==> config.mk <==
export PLATFORM = sky130hd
export DESIGN_NAME = ffba_cell
export DESIGN_NICKNAME = d
export VERILOG_FILES = /design/src/ffba_pkg.sv /design/src/ffba_cell.sv
export SDC_FILE = /design/constraint.sdc
export NUM_CORES = 1
export LEC_CHECK = 0
export BUFFER_PORTS_ARGS = -buffer_cell sky130_fd_sc_hd__buf_2
export CAP_MARGIN = 20
export CORE_MARGIN = 2
export CORE_UTILIZATION = 45
export DETAILED_ROUTE_END_ITERATION = 6
export PLACE_DENSITY = 0.79
export SYNTH_ARGS = -nofsm -noshare
export SYNTH_HDL_FRONTEND = slang
export SYNTH_SLANG_ARGS = --single-unit
==> constraint.sdc <==
create_clock -name clk -period 5.3 [get_ports clk]
set_clock_uncertainty 0.05 [all_clocks]
set_input_delay 0 -clock clk [delete_from_list [all_inputs] [get_ports clk]]
set_output_delay 0 -clock clk [all_outputs]
set_load 0.02 [all_outputs]
==> src/ffba_pkg.sv <==
// Shared types and constants for the first-fit bin allocator.
// Used by ffba_cell and first_fit_bin_allocator_core; no dependencies.
package ffba_pkg;

    localparam int unsigned SIZE_W = 16;
    localparam int unsigned INDEX_OUT_W = 8;
    localparam int unsigned USED_OUT_W = 9;

    localparam logic [SIZE_W-1:0] CAP_RESET = 16'd32801;

    localparam logic CMD_PLACE = 1'b0;
    localparam logic CMD_CLEAR = 1'b1;

    typedef enum logic [1:0] {
        ST_IDLE,
        ST_RUN,
        ST_HOLD
    } ffba_state_t;

    // Request moving along the row of bin cells.
    typedef struct packed {
        logic              valid;
        logic              found;
        logic [SIZE_W-1:0] size;
        logic [SIZE_W-1:0] fill;
    } ffba_token_t;

endpackage

==> src/ffba_cell.sv <==
// One bin of the allocator row: holds the bin fill and passes the request on.
// Depends on ffba_pkg.
module ffba_cell
    import ffba_pkg::*;
#(
    parameter int unsigned IDX_W    = 8,
    parameter int unsigned CELL_IDX = 0
)
(
    input  logic              clk,
    input  logic              rst_n,
    input  logic              clear,
    input  logic [SIZE_W-1:0] capacity,
    input  ffba_token_t       tok_in,
    input  logic [IDX_W-1:0]  idx_in,
    output ffba_token_t       tok_out,
    output logic [IDX_W-1:0]  idx_out
);

    logic [SIZE_W-1:0] fill_reg;
    logic [SIZE_W-1:0] fill_next;
    ffba_token_t       tok_reg;
    ffba_token_t       tok_next;
    logic [IDX_W-1:0]  idx_reg;
    logic [IDX_W-1:0]  idx_next;
    logic [SIZE_W:0]   sum;
    logic              take;

    assign sum  = {1'b0, fill_reg} + {1'b0, tok_in.size};
    assign take = tok_in.valid && !tok_in.found && (sum <= {1'b0, capacity});

    always_comb
    begin
        fill_next = fill_reg;
        tok_next  = tok_in;
        idx_next  = idx_in;
        if (clear)
        begin
            fill_next = '0;
        end
        else if (take)
        begin
            fill_next     = sum[SIZE_W-1:0];
            tok_next.found = 1'b1;
            tok_next.fill  = sum[SIZE_W-1:0];
            idx_next       = IDX_W'(CELL_IDX);
        end
    end

    always_ff @(posedge clk or negedge rst_n)
    begin
        if (!rst_n)
        begin
            fill_reg <= '0;
            tok_reg  <= '0;
            idx_reg  <= '0;
        end
        else
        begin
            fill_reg <= fill_next;
            tok_reg  <= tok_next;
            idx_reg  <= idx_next;
        end
    end

    assign tok_out = tok_reg;
    assign idx_out = idx_reg;

endmodule

==> reports/metrics.cfg <==
[status]
outcome=finished clean

[drt]
vias_per_cell=5.40
wire_per_inst_um=16.1
first_iter_violations=154
num_vias=3105
drc=0
wirelength_mm=9.25
drtPass1Iterations=4
ant_nets=0

[synthesis]
syn_nets=410
synth_ff_type=dfrtp_1
synth.area.top_cells=dfrtp_1, ha_1, mux2_4
synth_area_per_cell_um2=10.6
yosysUniqueCellTypes=56
async_flop_share_pct=100
synth_cells=316
synth_edf_count=0
synth_seq_cells=58
synth_warnings=0
synth_seq_area_share_pct=43.2
synth_top_area_cell=dfrtp_1
synth_top_area_share_pct=43.2
synth_area_um2=3360

[critical_path]
worstPathRequired_ns=5.44
crit_arrival_ns=4.62
end_kind=register
startpoint_type=register
cp_max_fo=7
path_class=register to register

[sta]
timing.hold.ws_ns=0.263
slew_violations=0
finalHoldViolCount=0
setup_violations=0
fmax_mhz=223
tns_ns=0
tightest_slew_ns=0.863
timing.max_slew.rel_slack_pct=41.9
fin_crit_sh_pct=84.5
fin_crit_ns=4.48
grt_setup_unrepaired=false

[clock_network]
worstSkewPairLatency_ns=0.35
cts_made_buffers=9
cts_sinks=58
cts_max_level=3
cts_root_buf=clkbuf_8
clk_pin_slew_ns=0.07
clock_path_buffers=2
cts_tree=done

[cells_and_area]
seqCellArea_um2=1450
syn2layout_area_growth_pct=37.3
final_net_count=565
largest_reg_flops=34
layout.cells.most_common_list=buf_2, dfrtp_1, dlygate4sd3_1
multi_input_area_um2=1770
final_common_cell=buf_2
fillers=579
drive_gt1_share_pct=29.8
antenna_cells=0

[floorplan]
rows=31
core_um2=7250
initial_core_util_pct=46.4
top_level_ports=103
die_y_um=90.5
die_w_um=90.5
die_area_um2=8180

[global_route]
grt_pass1_vias=3212
antenna_found_initial=0
grt_pass1_wl_mm=15.6
overflow=0
grt_max_degree=59
grt_util_all_layers_pct=24.0

[placed_design]
place_congestion=0.862
port_buffers=102
place_hpwl_mm=6.44

[min_path]
holdCritPathClass=input port to register

[power_and_ir_drop]
leakage_nw=2.30
ir_worst_vdd_mv=0.151
powerDensity_nw_per_um2=406
power_mw=1.87

[job]
max-cap-violations=0

## kinds of logic after synthesis
kind of cell / share of synthesized area (%)
mux: 5.80
compound gates: 18.3
buf+inv: 4.13
simple gates: 13.5
xor+xnor: 2.60
fa+ha+maj: 12.5
flops: 43.2
## critical path: stages, from the launching register on
cell,delay (ns)
dfrtp_1,0.39
ha_1,0.21
fa_1,0.43
a211oi_2,0.24
o21ai_1,0.17
a2111oi_0,0.47
nor3_1,0.13
xor2_1,0.20
ha_1,0.33
nand4_1,0.12
nor3_1,0.30
o21ai_0,0.18
o21a_1,0.22
o21ai_0,0.71
a211oi_1,0.16
## repair_timing
item | CTS | global route
hold buffers | 44 | 0
resized for setup | 0 | 0
endpoints found under the setup margin | 0 | 0
setup buffers | 0 | 0
endpoints found under the hold margin | 101 | 0
## path summary, 6_finish.rpt
| check | start | end | slack (ns) | cells past startpoint |
|---|---|---|---|---|
| worst max-delay path | fill_reg[0] | fill_reg[2] | 0.82 | 14 |
| worst min-delay path | tok_in[30] | tok_out[30] | 0.26 | 2 |
| worst max register to register | fill_reg[0] | fill_reg[2] | 0.82 | 14 |
| worst min register to register | fill_reg[2] | fill_reg[2] | 0.49 | 2 |
| max in group asynchronous | rst_n | tok_out[33] | 4.43 | 3 |
| min in group asynchronous | rst_n | tok_out[4] | 0.28 | 3 |
## cells in the mapped netlist, drive strengths merged (5+ instances only)
| cell type | n |
|---|---|
| dfrtp | 58 |
| ha | 32 |
| inv | 26 |
| a21oi | 19 |
| nand2 | 16 |
| o21ai | 15 |
| nor2 | 13 |
| mux2 | 11 |
| nor2b | 11 |
| and2 | 10 |
| nor3 | 10 |
| o211ai | 9 |
| a211oi | 6 |
| xnor2 | 6 |
| a32o | 5 |
| nand2b | 5 |
| nand3 | 5 |
## area by class of cell
cell class,instances,share of cell area [%]
Sequential cell,58,31.4
Timing Repair Buffer,149,21.1
Multi-Input combinational cell,226,38.4
Clock inverter,5,1.16
Clock buffer,11,3.06
Tap cell,99,2.68
Inverter,27,2.19
## report_power, final
part	internal [mW]	total (mW)	switching (mW)
combinational	0.365	0.913	0.548
clock	0.228	0.416	0.187
sequential	0.512	0.546	0.0342
total	1.10	1.87	0.770
## metrics by stage
stage / std cells / area (um^2) / setup slack [ns] / util [%]
3_5_place_dp: 515 / 3980 / 0.805 / 54.9
4_1_cts: 575 / 4620 / 0.815 / 63.7
5_1_grt: 575 / 4620 / 0.409 / 63.7
6_report: 575 / 4620 / 0.822 / 63.7
2_1_floorplan: 316 / 3360 / 1.51 / -
3_3_place_gp: 515 / 3980 / 1.00 / 54.9
## metal layers
metal	up-vias	global-route usage, %	part of all wire [%]
met4	0	11.5	2.8
met3	24	4.92	5.8
li1	1465	-	-
met2	125	41.2	49
met1	1491	28.8	43
met5	-	0	0
Power figures use the tool's default switching activity.
